--- config.mk ---
export PLATFORM = sky130hd
export DESIGN_NAME = csv_field_tokenizer_top_flat
export DESIGN_NICKNAME = d
export VERILOG_FILES = /design/src/sv/cft_pkg.sv /design/src/sv/cft_byte_if.sv /design/src/sv/cft_result_if.sv /design/src/sv/cft_cfg_if.sv /design/src/sv/cft_ctrl.sv /design/src/sv/cft_datapath.sv /design/src/sv/csv_field_tokenizer_top.sv /design/src/flat_wrapper.sv
export SDC_FILE = /design/constraint.sdc
export NUM_CORES = 1
export LEC_CHECK = 0
export BUFFER_PORTS_ARGS = -buffer_cell sky130_fd_sc_hd__buf_2
export CELL_PAD_IN_SITES_DETAIL_PLACEMENT = 1
export CELL_PAD_IN_SITES_GLOBAL_PLACEMENT = 2
export CORE_UTILIZATION = 35
export CTS_BUF_LIST = sky130_fd_sc_hd__clkbuf_4
export DETAILED_ROUTE_END_ITERATION = 10
export GPL_ROUTABILITY_DRIVEN = 0
export PLACE_DENSITY = 0.81
export SETUP_SLACK_MARGIN = 0.2
export SYNTH_ARGS = -nofsm -noshare
export SYNTH_HDL_FRONTEND = slang
export SYNTH_SLANG_ARGS = --single-unit
--- constraint.sdc ---
create_clock -name clk -period 8.44 [get_ports clk]
set_input_delay 0.844 -clock clk [delete_from_list [all_inputs] [get_ports clk]]
set_output_delay 0.844 -clock clk [all_outputs]
set_load 0.02 [all_outputs]
--- src/sv/cft_pkg.sv ---
package cft_pkg;

  localparam int MAX_PENDING_DEF = 16;

  localparam int CFG_IDX_W  = 1;
  localparam int CFG_DATA_W = 4;

  localparam logic [CFG_IDX_W-1:0] REG_FIELDS_PER_RECORD = 1'd0;
  localparam logic [CFG_IDX_W-1:0] REG_SKIP_HEADER       = 1'd1;

  localparam logic [3:0] FIELDS_RESET = 4'd5;
  localparam logic       SKIP_RESET   = 1'b1;

  localparam logic [7:0] CH_NL    = 8'd10;
  localparam logic [7:0] CH_COMMA = 8'd44;
  localparam logic [7:0] CH_QUOTE = 8'd34;
  localparam logic [7:0] CH_SPACE = 8'd32;
  localparam logic [7:0] CH_TAB   = 8'd9;
  localparam logic [7:0] CH_CR    = 8'd13;

  localparam logic [7:0] TRIM_BYTES [4] = '{CH_SPACE, CH_TAB, CH_CR, CH_QUOTE};

  typedef logic [1:0] op_t;
  localparam op_t OP_NONE    = 2'd0;
  localparam op_t OP_CONTENT = 2'd1;
  localparam op_t OP_CLOSE   = 2'd2;
  localparam op_t OP_LINE    = 2'd3;

  typedef struct packed {
    logic take;
    logic emit_flush;
    logic emit_byte;
    logic emit_mark;
  } cmd_t;

  typedef struct packed {
    logic in_valid;
    op_t  op;
    logic flush_nz;
    logic flush_done;
    logic mark_done;
    logic slot_free;
  } status_t;

  function automatic logic is_trim(input logic [7:0] b);
    return (b == CH_SPACE) || (b == CH_TAB) || (b == CH_CR) || (b == CH_QUOTE);
  endfunction

  function automatic logic [1:0] trim_code(input logic [7:0] b);
    logic [1:0] c;
    c = 2'd0;
    if (b == CH_TAB) c = 2'd1;
    if (b == CH_CR) c = 2'd2;
    if (b == CH_QUOTE) c = 2'd3;
    return c;
  endfunction

endpackage

--- src/sv/cft_byte_if.sv ---
interface cft_byte_if;
  logic       valid;
  logic       ready;
  logic [7:0] data_byte;

  modport source (output valid, output data_byte, input ready);
  modport sink (input valid, input data_byte, output ready);
endinterface

--- src/sv/cft_result_if.sv ---
interface cft_result_if;
  logic       valid;
  logic       ready;
  logic       kind;
  logic [7:0] value;
  logic [3:0] field_index;
  logic       last;
  logic       overflow;

  modport source (output valid, output kind, output value, output field_index,
                  output last, output overflow, input ready);
  modport sink (input valid, input kind, input value, input field_index,
                input last, input overflow, output ready);
endinterface

--- src/sv/cft_cfg_if.sv ---
interface cft_cfg_if;
  logic                          valid;
  logic                          ready;
  logic [cft_pkg::CFG_IDX_W-1:0]  index;
  logic [cft_pkg::CFG_DATA_W-1:0] data;

  modport source (output valid, output index, output data, input ready);
  modport sink (input valid, input index, input data, output ready);
endinterface

--- src/sv/cft_ctrl.sv ---
module cft_ctrl (
  input  logic             clk,
  input  logic             rst,
  input  cft_pkg::status_t st,
  output cft_pkg::cmd_t    cmd
);

  localparam logic [1:0] S_IDLE  = 2'd0;
  localparam logic [1:0] S_FLUSH = 2'd1;
  localparam logic [1:0] S_BYTE  = 2'd2;
  localparam logic [1:0] S_MARK  = 2'd3;

  logic [1:0] state;
  logic [1:0] state_next;

  always_comb begin
    state_next = state;
    cmd = '0;
    case (state)
      S_IDLE: begin
        cmd.take = 1'b1;
        if (st.in_valid) begin
          case (st.op)
            cft_pkg::OP_CONTENT: state_next = st.flush_nz ? S_FLUSH : S_BYTE;
            cft_pkg::OP_CLOSE:   state_next = S_MARK;
            cft_pkg::OP_LINE:    state_next = S_MARK;
            default:             state_next = S_IDLE;
          endcase
        end
      end
      S_FLUSH: begin
        cmd.emit_flush = st.slot_free;
        if (st.slot_free && st.flush_done) state_next = S_BYTE;
      end
      S_BYTE: begin
        cmd.emit_byte = st.slot_free;
        if (st.slot_free) state_next = S_IDLE;
      end
      S_MARK: begin
        cmd.emit_mark = st.slot_free;
        if (st.slot_free && st.mark_done) state_next = S_IDLE;
      end
      default: state_next = S_IDLE;
    endcase
  end

  always_ff @(posedge clk) begin
    if (rst) begin
      state <= S_IDLE;
    end else begin
      state <= state_next;
    end
  end

endmodule

--- src/sv/cft_datapath.sv ---
module cft_datapath #(
  parameter int MAX_PENDING = cft_pkg::MAX_PENDING_DEF
) (
  input  logic             clk,
  input  logic             rst,
  input  cft_pkg::cmd_t    cmd,
  output cft_pkg::status_t st,
  cft_byte_if.sink         data,
  cft_result_if.source     result,
  cft_cfg_if.sink          cfg
);

  localparam int PW = (MAX_PENDING > 1) ? $clog2(MAX_PENDING) : 1;
  localparam int CW = $clog2(MAX_PENDING + 1);

  localparam logic [2:0] M_START    = 3'd0;
  localparam logic [2:0] M_QUOTED   = 3'd1;
  localparam logic [2:0] M_UNQUOTED = 3'd2;
  localparam logic [2:0] M_QSEEN    = 3'd3;
  localparam logic [2:0] M_SKIP     = 3'd4;
  localparam logic [2:0] M_IGNORE   = 3'd5;

  logic [3:0]    fpr;
  logic          skip;
  logic [2:0]    mode, mode_next;
  logic [3:0]    fnum, fnum_next;
  logic          started, started_next;
  logic [CW-1:0] pcount, pcount_next;
  logic          hdone, hdone_next;
  logic          ovf, ovf_next;

  logic [1:0]    pend [MAX_PENDING];
  logic [1:0]    rd_data;
  logic [CW-1:0] rd_ptr, rd_ptr_next;
  logic [PW-1:0] rd_addr;

  logic [7:0]    cur_byte;
  logic [CW-1:0] flush_n;
  logic [3:0]    emit_fld;
  logic [3:0]    mark_end;

  logic          o_valid;
  logic          o_kind;
  logic [7:0]    o_value;
  logic [3:0]    o_fidx;
  logic          o_last;
  logic          o_ovf;

  logic          accept;
  logic [7:0]    b;
  logic [3:0]    kept;
  logic [3:0]    fnum_inc;
  logic          cont;
  logic [7:0]    cbyte;
  logic          push;
  cft_pkg::op_t  op;
  logic          emit;

  assign b = data.data_byte;
  assign accept = cmd.take && data.valid;
  assign data.ready = cmd.take;
  assign cfg.ready = 1'b1;
  assign emit = cmd.emit_flush || cmd.emit_byte || cmd.emit_mark;

  always_comb begin
    mode_next = mode;
    fnum_next = fnum;
    started_next = started;
    pcount_next = pcount;
    hdone_next = hdone;
    ovf_next = ovf;
    op = cft_pkg::OP_NONE;
    cont = 1'b0;
    cbyte = b;
    push = 1'b0;
    kept = (fpr == 4'd0) ? 4'd1 : fpr;
    fnum_inc = fnum + 4'd1;
    if (!hdone && skip) begin
      if (b == cft_pkg::CH_NL) hdone_next = 1'b1;
    end else if (fnum >= kept || (mode inside {[M_IGNORE:3'd7]})) begin
      if (b == cft_pkg::CH_NL) begin
        hdone_next = 1'b1;
        fnum_next = 4'd0;
        mode_next = M_START;
        started_next = 1'b0;
        pcount_next = '0;
      end else begin
        mode_next = M_IGNORE;
      end
    end else if (b == cft_pkg::CH_NL) begin
      op = cft_pkg::OP_LINE;
      hdone_next = 1'b1;
      fnum_next = 4'd0;
      mode_next = M_START;
      started_next = 1'b0;
      pcount_next = '0;
    end else if (b == cft_pkg::CH_COMMA && mode != M_QUOTED) begin
      op = cft_pkg::OP_CLOSE;
      started_next = 1'b0;
      pcount_next = '0;
      fnum_next = fnum_inc;
      mode_next = (fnum_inc >= kept) ? M_IGNORE : M_START;
    end else begin
      case (mode)
        M_START: begin
          if (b inside {cft_pkg::CH_SPACE, cft_pkg::CH_TAB}) begin
            mode_next = M_START;
          end else if (b == cft_pkg::CH_QUOTE) begin
            mode_next = M_QUOTED;
          end else begin
            mode_next = M_UNQUOTED;
            cont = 1'b1;
          end
        end
        M_QUOTED: begin
          if (b == cft_pkg::CH_QUOTE) mode_next = M_QSEEN;
          else cont = 1'b1;
        end
        M_QSEEN: begin
          if (b == cft_pkg::CH_QUOTE) begin
            cont = 1'b1;
            mode_next = M_QUOTED;
          end else begin
            mode_next = M_SKIP;
          end
        end
        M_UNQUOTED: cont = 1'b1;
        default: cont = 1'b0;
      endcase
    end
    if (cont) begin
      if (cft_pkg::is_trim(cbyte)) begin
        if (started) begin
          if (pcount < CW'(MAX_PENDING)) begin
            push = 1'b1;
            pcount_next = pcount + CW'(1);
          end else begin
            ovf_next = 1'b1;
          end
        end
      end else begin
        op = cft_pkg::OP_CONTENT;
        pcount_next = '0;
        started_next = 1'b1;
      end
    end
  end

  always_comb begin
    rd_ptr_next = rd_ptr;
    if (cmd.take) rd_ptr_next = '0;
    else if (cmd.emit_flush) rd_ptr_next = rd_ptr + CW'(1);
    rd_addr = (rd_ptr_next < CW'(MAX_PENDING)) ? rd_ptr_next[PW-1:0] : '0;
  end

  always_ff @(posedge clk) begin
    if (accept && push) pend[pcount[PW-1:0]] <= cft_pkg::trim_code(cbyte);
    rd_data <= pend[rd_addr];
  end

  always_ff @(posedge clk) begin
    if (rst) begin
      fpr <= cft_pkg::FIELDS_RESET;
      skip <= cft_pkg::SKIP_RESET;
      mode <= M_START;
      fnum <= 4'd0;
      started <= 1'b0;
      pcount <= '0;
      hdone <= 1'b0;
      ovf <= 1'b0;
      rd_ptr <= '0;
      o_valid <= 1'b0;
    end else begin
      if (cfg.valid) begin
        case (cfg.index)
          cft_pkg::REG_FIELDS_PER_RECORD: fpr <= cfg.data[3:0];
          cft_pkg::REG_SKIP_HEADER:       skip <= cfg.data[0];
          default: ;
        endcase
      end
      if (accept) begin
        mode <= mode_next;
        fnum <= fnum_next;
        started <= started_next;
        pcount <= pcount_next;
        hdone <= hdone_next;
        ovf <= ovf_next;
      end
      rd_ptr <= rd_ptr_next;
      if (emit) o_valid <= 1'b1;
      else if (result.ready) o_valid <= 1'b0;
    end
  end

  always_ff @(posedge clk) begin
    if (accept) begin
      cur_byte <= cbyte;
      flush_n <= pcount;
      emit_fld <= fnum;
      mark_end <= (op == cft_pkg::OP_LINE) ? kept - 4'd1 : fnum;
    end
    if (cmd.emit_mark) emit_fld <= emit_fld + 4'd1;
    if (emit) begin
      o_ovf <= ovf;
      o_kind <= cmd.emit_mark;
      if (cmd.emit_mark) begin
        o_value <= 8'd0;
        o_fidx <= emit_fld;
        o_last <= (emit_fld == mark_end);
      end else if (cmd.emit_flush) begin
        o_value <= cft_pkg::TRIM_BYTES[rd_data];
        o_fidx <= fnum;
        o_last <= 1'b0;
      end else begin
        o_value <= cur_byte;
        o_fidx <= fnum;
        o_last <= 1'b1;
      end
    end
  end

  assign st.in_valid = data.valid;
  assign st.op = op;
  assign st.flush_nz = (pcount != '0);
  assign st.flush_done = ((rd_ptr + CW'(1)) == flush_n);
  assign st.mark_done = (emit_fld == mark_end);
  assign st.slot_free = !o_valid || result.ready;

  assign result.valid = o_valid;
  assign result.kind = o_kind;
  assign result.value = o_value;
  assign result.field_index = o_fidx;
  assign result.last = o_last;
  assign result.overflow = o_ovf;

  a_pcount_bound: assert property (@(posedge clk) disable iff (rst)
    pcount <= CW'(MAX_PENDING)) else $error("pending count beyond store");

  a_ovf_sticky: assert property (@(posedge clk) disable iff (rst)
    ovf |=> ovf) else $error("overflow flag cleared");

  a_marker_form: assert property (@(posedge clk) disable iff (rst)
    o_valid && o_kind |-> o_value == 8'd0 && o_fidx != 4'd15)
    else $error("bad end of field marker");

endmodule

--- src/sv/csv_field_tokenizer_top.sv ---
// csv field tokenizer
// data: one csv byte per request (data_byte); newline ends a record
// result: one request per result: kind 0 content byte in value, kind 1
//   end of field marker; field_index, last on the final result of a byte,
//   and the sticky overflow flag
// cfg: register writes, index 0 fields_per_record, index 1 skip_header;
//   always ready, write only while the block is idle
// a byte that causes no result leaves the controller idle, ready for the
//   next byte; a byte that causes n results holds the controller until
//   all n are emitted, one result per cycle into the output register
//   while it is free; the first result is registered once out of idle
// n counts the flushed pending trim bytes plus the content byte, the
//   single marker of a comma, or the markers up to the kept field count
//   of a newline; pending entries are read one per cycle unless stalled
// when the receiver stalls, the output register holds its result and
//   the emitting state waits; input is not taken until the sequence ends
// reset: registers return to fields_per_record 5 and skip_header 1,
//   parser state to field start, no pending bytes, overflow cleared
module csv_field_tokenizer_top #(
  parameter int MAX_PENDING = cft_pkg::MAX_PENDING_DEF
) (
  input logic          clk,
  input logic          rst,
  cft_byte_if.sink     data,
  cft_result_if.source result,
  cft_cfg_if.sink      cfg
);

  cft_pkg::cmd_t    cmd;
  cft_pkg::status_t st;

  cft_ctrl u_ctrl (
    .clk (clk),
    .rst (rst),
    .st  (st),
    .cmd (cmd)
  );

  cft_datapath #(
    .MAX_PENDING (MAX_PENDING)
  ) u_datapath (
    .clk    (clk),
    .rst    (rst),
    .cmd    (cmd),
    .st     (st),
    .data   (data),
    .result (result),
    .cfg    (cfg)
  );

endmodule

--- src/flat_wrapper.sv ---
// flat-port wrapper written by rule: the top's interface ports become plain ports
module csv_field_tokenizer_top_flat 
#(
  parameter int MAX_PENDING = cft_pkg::MAX_PENDING_DEF
)
  (clk, rst, data_valid, data_data_byte, data_ready, result_valid, result_kind, result_value, result_field_index, result_last, result_overflow, result_ready, cfg_valid, cfg_index, cfg_data, cfg_ready);
  cft_byte_if data_i ();
  cft_result_if result_i ();
  cft_cfg_if cfg_i ();
  input logic clk;
  input logic rst;
  input wire logic [$bits(data_i.valid)-1:0] data_valid;
  input wire logic [$bits(data_i.data_byte)-1:0] data_data_byte;
  output wire logic [$bits(data_i.ready)-1:0] data_ready;
  output wire logic [$bits(result_i.valid)-1:0] result_valid;
  output wire logic [$bits(result_i.kind)-1:0] result_kind;
  output wire logic [$bits(result_i.value)-1:0] result_value;
  output wire logic [$bits(result_i.field_index)-1:0] result_field_index;
  output wire logic [$bits(result_i.last)-1:0] result_last;
  output wire logic [$bits(result_i.overflow)-1:0] result_overflow;
  input wire logic [$bits(result_i.ready)-1:0] result_ready;
  input wire logic [$bits(cfg_i.valid)-1:0] cfg_valid;
  input wire logic [$bits(cfg_i.index)-1:0] cfg_index;
  input wire logic [$bits(cfg_i.data)-1:0] cfg_data;
  output wire logic [$bits(cfg_i.ready)-1:0] cfg_ready;
  assign data_i.valid = data_valid;
  assign data_i.data_byte = data_data_byte;
  assign data_ready = data_i.ready;
  assign result_valid = result_i.valid;
  assign result_kind = result_i.kind;
  assign result_value = result_i.value;
  assign result_field_index = result_i.field_index;
  assign result_last = result_i.last;
  assign result_overflow = result_i.overflow;
  assign result_i.ready = result_ready;
  assign cfg_i.valid = cfg_valid;
  assign cfg_i.index = cfg_index;
  assign cfg_i.data = cfg_data;
  assign cfg_ready = cfg_i.ready;
  csv_field_tokenizer_top #(.MAX_PENDING(MAX_PENDING)) u_core (.clk(clk), .rst(rst), .data(data_i), .result(result_i), .cfg(cfg_i));
endmodule
==> Yosys cells after proc, flatten, opt, wreduce, memory -nomap -nowiden <==
Memory sizes are Yosys's and may differ from the RTL's. A register that Yosys moved wholly into a read port is not among the register bits.
Cells that the tools add are included.
{ "word_totals": {"regBits": 64, "ramBits": 32, "in_bits": 18, "out_inout_bits": 18, "mem_count": 1} }
{ "classes": {"addsub": 5, "order_cmp": 7, "n_eq_ne": 24, "n_mux": 81, "bitwise": 4, "reduce_logical": 33} }
{ "mem_list": {"columns": ["name", "words", "width", "read_ports", "rd_clocked_by_memory_dff", "wr", "line", "rtl"], "rows": [
  ["u_core.u_datapath.pend", 16, 2, 1, 1, 1, "cft_datapath.sv:32", "logic [1:0] pend [MAX_PENDING];"]
]} }
{ "ops": {"columns": ["op", "n"], "rows": [
  ["2-to-1 mux 5 bit", 11],
  ["2-to-1 mux 4 bit", 10],
  ["2-to-1 mux 2 bit", 16],
  ["2-to-1 mux 1 bit", 29],
  ["== test 8 x 4 -> 1 bit, second input constant", 3],
  ["== test 8 x 6 -> 1 bit, second input constant", 3],
  ["2-to-1 mux 8 bit", 3],
  ["2-to-1 mux 3 bit", 7],
  ["binary-select mux 8 bit (select 2 bit)", 1],
  ["AND reduction 4 bit", 3],
  ["adder 5 x 1 -> 5 bit, second input constant", 2],
  ["< comparator 5 bit, second input constant", 2],
  ["case mux 3 bit (3 select lines)", 1],
  ["adder 4 x 1 -> 4 bit, second input constant", 2],
  ["== test 2 bit, second input constant", 4],
  [">= comparator 4 bit", 2],
  ["!= test 2 bit, second input constant", 4],
  ["case mux 2 bit (4 select lines)", 1],
  ["nonzero test 2 bit", 4],
  ["logical AND 1 bit", 7],
  ["logical OR 1 bit", 7],
  ["== test 3 x 2 -> 1 bit, second input constant", 2],
  [">= comparator 3 bit, second input constant", 2],
  ["AND reduction 2 bit", 3],
  ["other kinds (21)", 25]
]} }

==> Depth between registers and ports, before layout <==
{ "depth": {"depth_word": 14, "depth_mapped": 11, "mapped_depth_nobuf": 11} }

==> Modules after synthesis <==
A second synthesis with hierarchy kept.
{ "hier_totals": {"hier_cells": 465, "area_unflattened_um2": 5054.8} }
{ "by_module_without_submodules": {"columns": ["mod", "instances", "cells_each", "area_per_inst_um2", "seq_area_each_um2"], "rows": [
  ["cft_datapath", 1, 443, 4885.9, 2602.5],
  ["cft_ctrl", 1, 22, 168.9, 40.0]
]} }

==> Worst setup path after synthesis <==
No wires, ideal clock.
{ "synth_timing": {"kind": "input to register", "from": "input port data_data_byte[7]", "to": "memory u_core.u_datapath.pend[0][0], enable pin", "arrival_ps": 2550, "t_required_ps": 8111, "slack_ps": 5561, "path_stages": 7, "path_buffers": 0, "path_cell_list": "nor3_4 > or3b_2 > mux2i_1 > nor3_1 > and3_1 > nand2_1 > nor3_1"} }
{ "synth_via": {"elab_chain_len": 12} }
{ "synth_lines": {"columns": ["item", "line", "rtl"], "rows": [
  ["from (decl)", "flat_wrapper.sv:13", "input wire logic [$bits(data_i.data_byte)-1:0] data_data_byte;"],
  ["== test 8 x 6 -> 1 bit (tied with other cells)", null, null],
  ["2-to-1 mux 1 bit / nonzero test 2 bit (equally long branches)", "cft_datapath.sv:108, cft_datapath.sv:116, cft_datapath.sv:106", null],
  ["2-to-1 mux 1 bit", "cft_datapath.sv:106", "if (b inside {cft_pkg::CH_SPACE, cft_pkg::CH_TAB}) begin"],
  ["case mux 1 bit (4 select lines)", "cft_datapath.sv:104", "case (mode)"],
  ["2-to-1 mux 1 bit", "cft_datapath.sv:97", "end else if (b == cft_pkg::CH_COMMA && mode != M_QUOTED) begin"],
  ["2-to-1 mux 1 bit", "cft_datapath.sv:90", "end else if (b == cft_pkg::CH_NL) begin"],
  ["2-to-1 mux 1 bit", "cft_datapath.sv:80", "end else if (fnum >= kept || (mode inside {[M_IGNORE:3'd7]})) begin"],
  ["2-to-1 mux 1 bit", "cft_datapath.sv:78", "if (!hdone && skip) begin"],
  ["2-to-1 mux 1 bit *", "cft_datapath.sv:131", "if (cont) begin"],
  ["logical AND 1 bit *", "cft_datapath.sv:157", "if (accept && push) pend[pcount[PW-1:0]] <= cft_pkg::trim_code(cbyte);"],
  ["2-to-1 mux 1 bit *", "cft_datapath.sv:157", null],
  ["2-to-1 mux 1 bit (not written as such) *", "cft_datapath.sv:157", null],
  ["to (decl)", "cft_datapath.sv:32", null]
]} }
Every way passes the cells marked *; elsewhere a longest branch is shown, timed or not.

==> Final worst setup path <==
{ "layout_timing": {"from": "register u_core.u_datapath.fpr[2]", "to": "memory u_core.u_datapath.pend[2][1], enable pin"} }
{ "layout_via": {"elab_chain_len": 10} }
{ "layout_lines": {"columns": ["item", "line", "rtl"], "rows": [
  ["from (decl)", "cft_datapath.sv:23", "logic [3:0] fpr;"],
  ["from (signal assigned)", "cft_datapath.sv:163", "fpr <= cft_pkg::FIELDS_RESET;"],
  ["from (signal assigned)", "cft_datapath.sv:176", "cft_pkg::REG_FIELDS_PER_RECORD: fpr <= cfg.data[3:0];"],
  ["zero test 4 bit", "cft_datapath.sv:76", "kept = (fpr == 4'd0) ? 4'd1 : fpr;"],
  ["2-to-1 mux 4 bit *", "cft_datapath.sv:76", null],
  [">= comparator 4 bit *", "cft_datapath.sv:80", null],
  ["logical OR 1 bit *", "cft_datapath.sv:80", null],
  ["2-to-1 mux 1 bit *", "cft_datapath.sv:80", null],
  ["2-to-1 mux 1 bit *", "cft_datapath.sv:78", null],
  ["2-to-1 mux 1 bit *", "cft_datapath.sv:131", null],
  ["logical AND 1 bit *", "cft_datapath.sv:157", null],
  ["2-to-1 mux 1 bit *", "cft_datapath.sv:157", null],
  ["2-to-1 mux 1 bit (not written as such) *", "cft_datapath.sv:157", null]
]} }
Marked as above.

==> out/results.ini <==
[synthesis]
synth_seq_cells=98
ys_warn_count=0
yosys.area.top_type=edfxtp_1
synth_area_leaders=edfxtp_1 41%, dfxtp_1 12%, ha_1 4.5%
syn_nets=515
synth_area_sq_um=4990
ys_seq_area_share_pct=52.9
syn_inst=479
async_flop_share_pct=0
avgSynthCellArea_sq_um=10.4
synth-edff-count=68
yosysUniqueCellTypes=69
ys.flop_type=edfxtp_1
synth_top_cell_area_share_pct=40.9

[timing]
hold_violations=0
slew_violations=0
fmax_ghz=0.283
rsz0062_at_grt=false
post-route-period-util_pct=41.9
maxSlewHeadroom_pct=11.5
tightest_slew_ps=1330
fin_crit_ps=3530
finalSetupViolations=0
skew_ps=29.9
finalSetupTns_ps=0
worst_slack_ps=4910

[worst_setup_path]
rr_startpoint=u_core.u_datapath.fpr[2]
required_ps=8600
arrival_ps=3700
end_kind=flip-flop
path_class=reg -> reg
cp-start-kind=flip-flop
path_max_fanout=6
crit_path_start=u_core.u_datapath.fpr[2]

[drt]
ant_nets=0
wirelength_mm=12.3
drc=0
wl_per_cell_um=17.7
via_count=3698
via_per_inst=5.32
dr.pass1.iters=4
drtIter0Drc=169

[global_route]
grt_overflow=0
grt_use_total_pct=17.9
grt_antenna_before_repair=1
grt_max_degree=30
grt_pass1_vias=3846
grt_pass1_wl_mm=19.9

[clock_tree]
clk_latency_ps=480
h-tree-depth=3
cts_root_buf=clkbuf_4
cts.clk_slew.worst_paths_ps=170
cts_buffer_depth=2
cts_hold_buf=0
cts.sinks=98
cts_tree=done
cts_resized=0
numCtsBuffers=9
post_cts_buffers=0

[power_and_ir_drop]
fin_total_pwr_uw=909
max-vdd-ir-drop_mv=0.0725
p_leak_nw=1.96
powerDensity_nw_per_um2=164

[floorplanning]
core_sq_um=13900
start_util_pct=36.0
io-pin-count=36
die_w_um=121
fp-row-count=43
dieArea_sq_um=14700
die_y_um=121

[run_status]
status=finished clean

[placed_design]
place_ws_ps=4960
placed_cell_area_sq_um=5340
dpl.hpwl_mm=9.29
port_buffers=34

[final_layout]
drive_gt1_share_pct=14.6
area_growth_pct=10.7
nFillCells=1581
layout_common_cells=68 x edfxtp_1, 49 x nor2_1, 49 x nand2_1, 34 x buf_2, 30 x dfxtp_1
final_net_count=545
layout_commonest_cell=edfxtp_1
fin_area_sq_um=5530

[min_path]
min-delay-start=u_core.u_datapath.ovf
hold_path.class=reg -> reg

[flow_run]
maxCapViolCount=0

==> registers in the layout (all words and copies together), names as in the netlist, 3 cells and up <==
signal                                count
u_core.u_datapath.result.field_index      4
u_core.u_datapath.pcount                  5
u_core.u_datapath.mark_end                4
u_core.u_datapath.flush_n                 5
u_core.u_datapath.cur_byte                8
u_core.u_datapath.fnum                    4
u_core.u_datapath.fpr                     4
u_core.u_datapath.emit_fld                4
u_core.u_datapath.mode                    3
u_core.u_datapath.pend                   32
u_core.u_datapath.result.value            8
u_core.u_datapath.rd_ptr                  5
==> report_power, final <==
group          internal (mW)  switching (mW)  total [mW]
sequential             0.521         0.00706       0.528
clock                  0.154           0.172       0.326
combinational         0.0192          0.0360      0.0553
total                  0.694           0.215       0.909
==> final timing paths <==
path                                             to  cells past startpoint  slack, ps
hold reg to reg   u_core.u_datapath.result.overflow                      0        480
setup / recovery       u_core.u_datapath.pend[2][1]                     11       4910
setup reg to reg       u_core.u_datapath.pend[2][1]                     11       4910
hold / removal    u_core.u_datapath.result.overflow                      0        480
==> synthesized netlist by cell type, drive strengths merged (4+ instances only) <==
master and instances:
a211o 4, ha 18, a31o 4, a31oi 6, o21ai 24, nor3b 5
inv 24, nor2b 8, mux2i 9, nand2 49, nor2 49, xor2 6
nor4 5, o211ai 7, nand3 13, edfxtp 68, clkbuf 16, a21boi 4
xnor2 8, nand2b 14, mux2 7, dfxtp 30, nor3 16, a21oi 29
and2 4
==> final cells by class <==
class                           count  area (sq um)  area share [%]
Antenna cell                        1          2.50          0.0452
Clock buffer                        9          67.6            1.22
Clock inverter                      7           124            2.24
Inverter                           24          90.1            1.63
Multi-Input combinational cell    340          2190            39.7
Sequential cell                    98          2640            47.8
Tap cell                          180           225            4.07
Timing Repair Buffer               36           185            3.35
==> metrics by stage <==
stage | cells | hold WS [ps] | utilization, %
final | 695 | 475 | 39.8
after global routing | 695 | 484 | 39.8
after CTS | 694 | 469 | 39.8
after detailed placement | 678 | 439 | 38.4
after global placement | 678 | 435 | 38.4
after floorplan | 479 | 406 | -
==> metal layers <==
metal	global-route usage (%)	routed length, um	vias up
li1	-	-	1816
met3	3.62	372	13
met2	29.8	6010	53
met5	0	0	-
met4	6.25	183	0
met1	22.9	5730	1816
==> cell families (layout without fill, tap and decap cells) <==
kind of cell	Yosys count	in the layout	share of synthesized area [%]
adders and majority gates	18	18	4.51
and+or+nand+nor	181	181	18.4
xor gates and xnor gates	14	14	2.46
muxes	16	16	3.38
other	1	2	0.0751
AOI/OAI and AO/OA	110	110	15.1
buffers and inverters	41	76	3.16
DFF	98	98	52.9
==> critical path, cell delays in order (launching register included) <==
cell and delay, ps:
dfxtp_1 430, inv_1 100, a31oi_1 300, inv_1 120, ha_1 300, nand2b_1 140, a31oi_1 270, o21ai_1 210
nor4_1 540, and3_1 370, nand2_1 160, nor3_1 290
No activity file was read; power rests on OpenSTA's default activity.
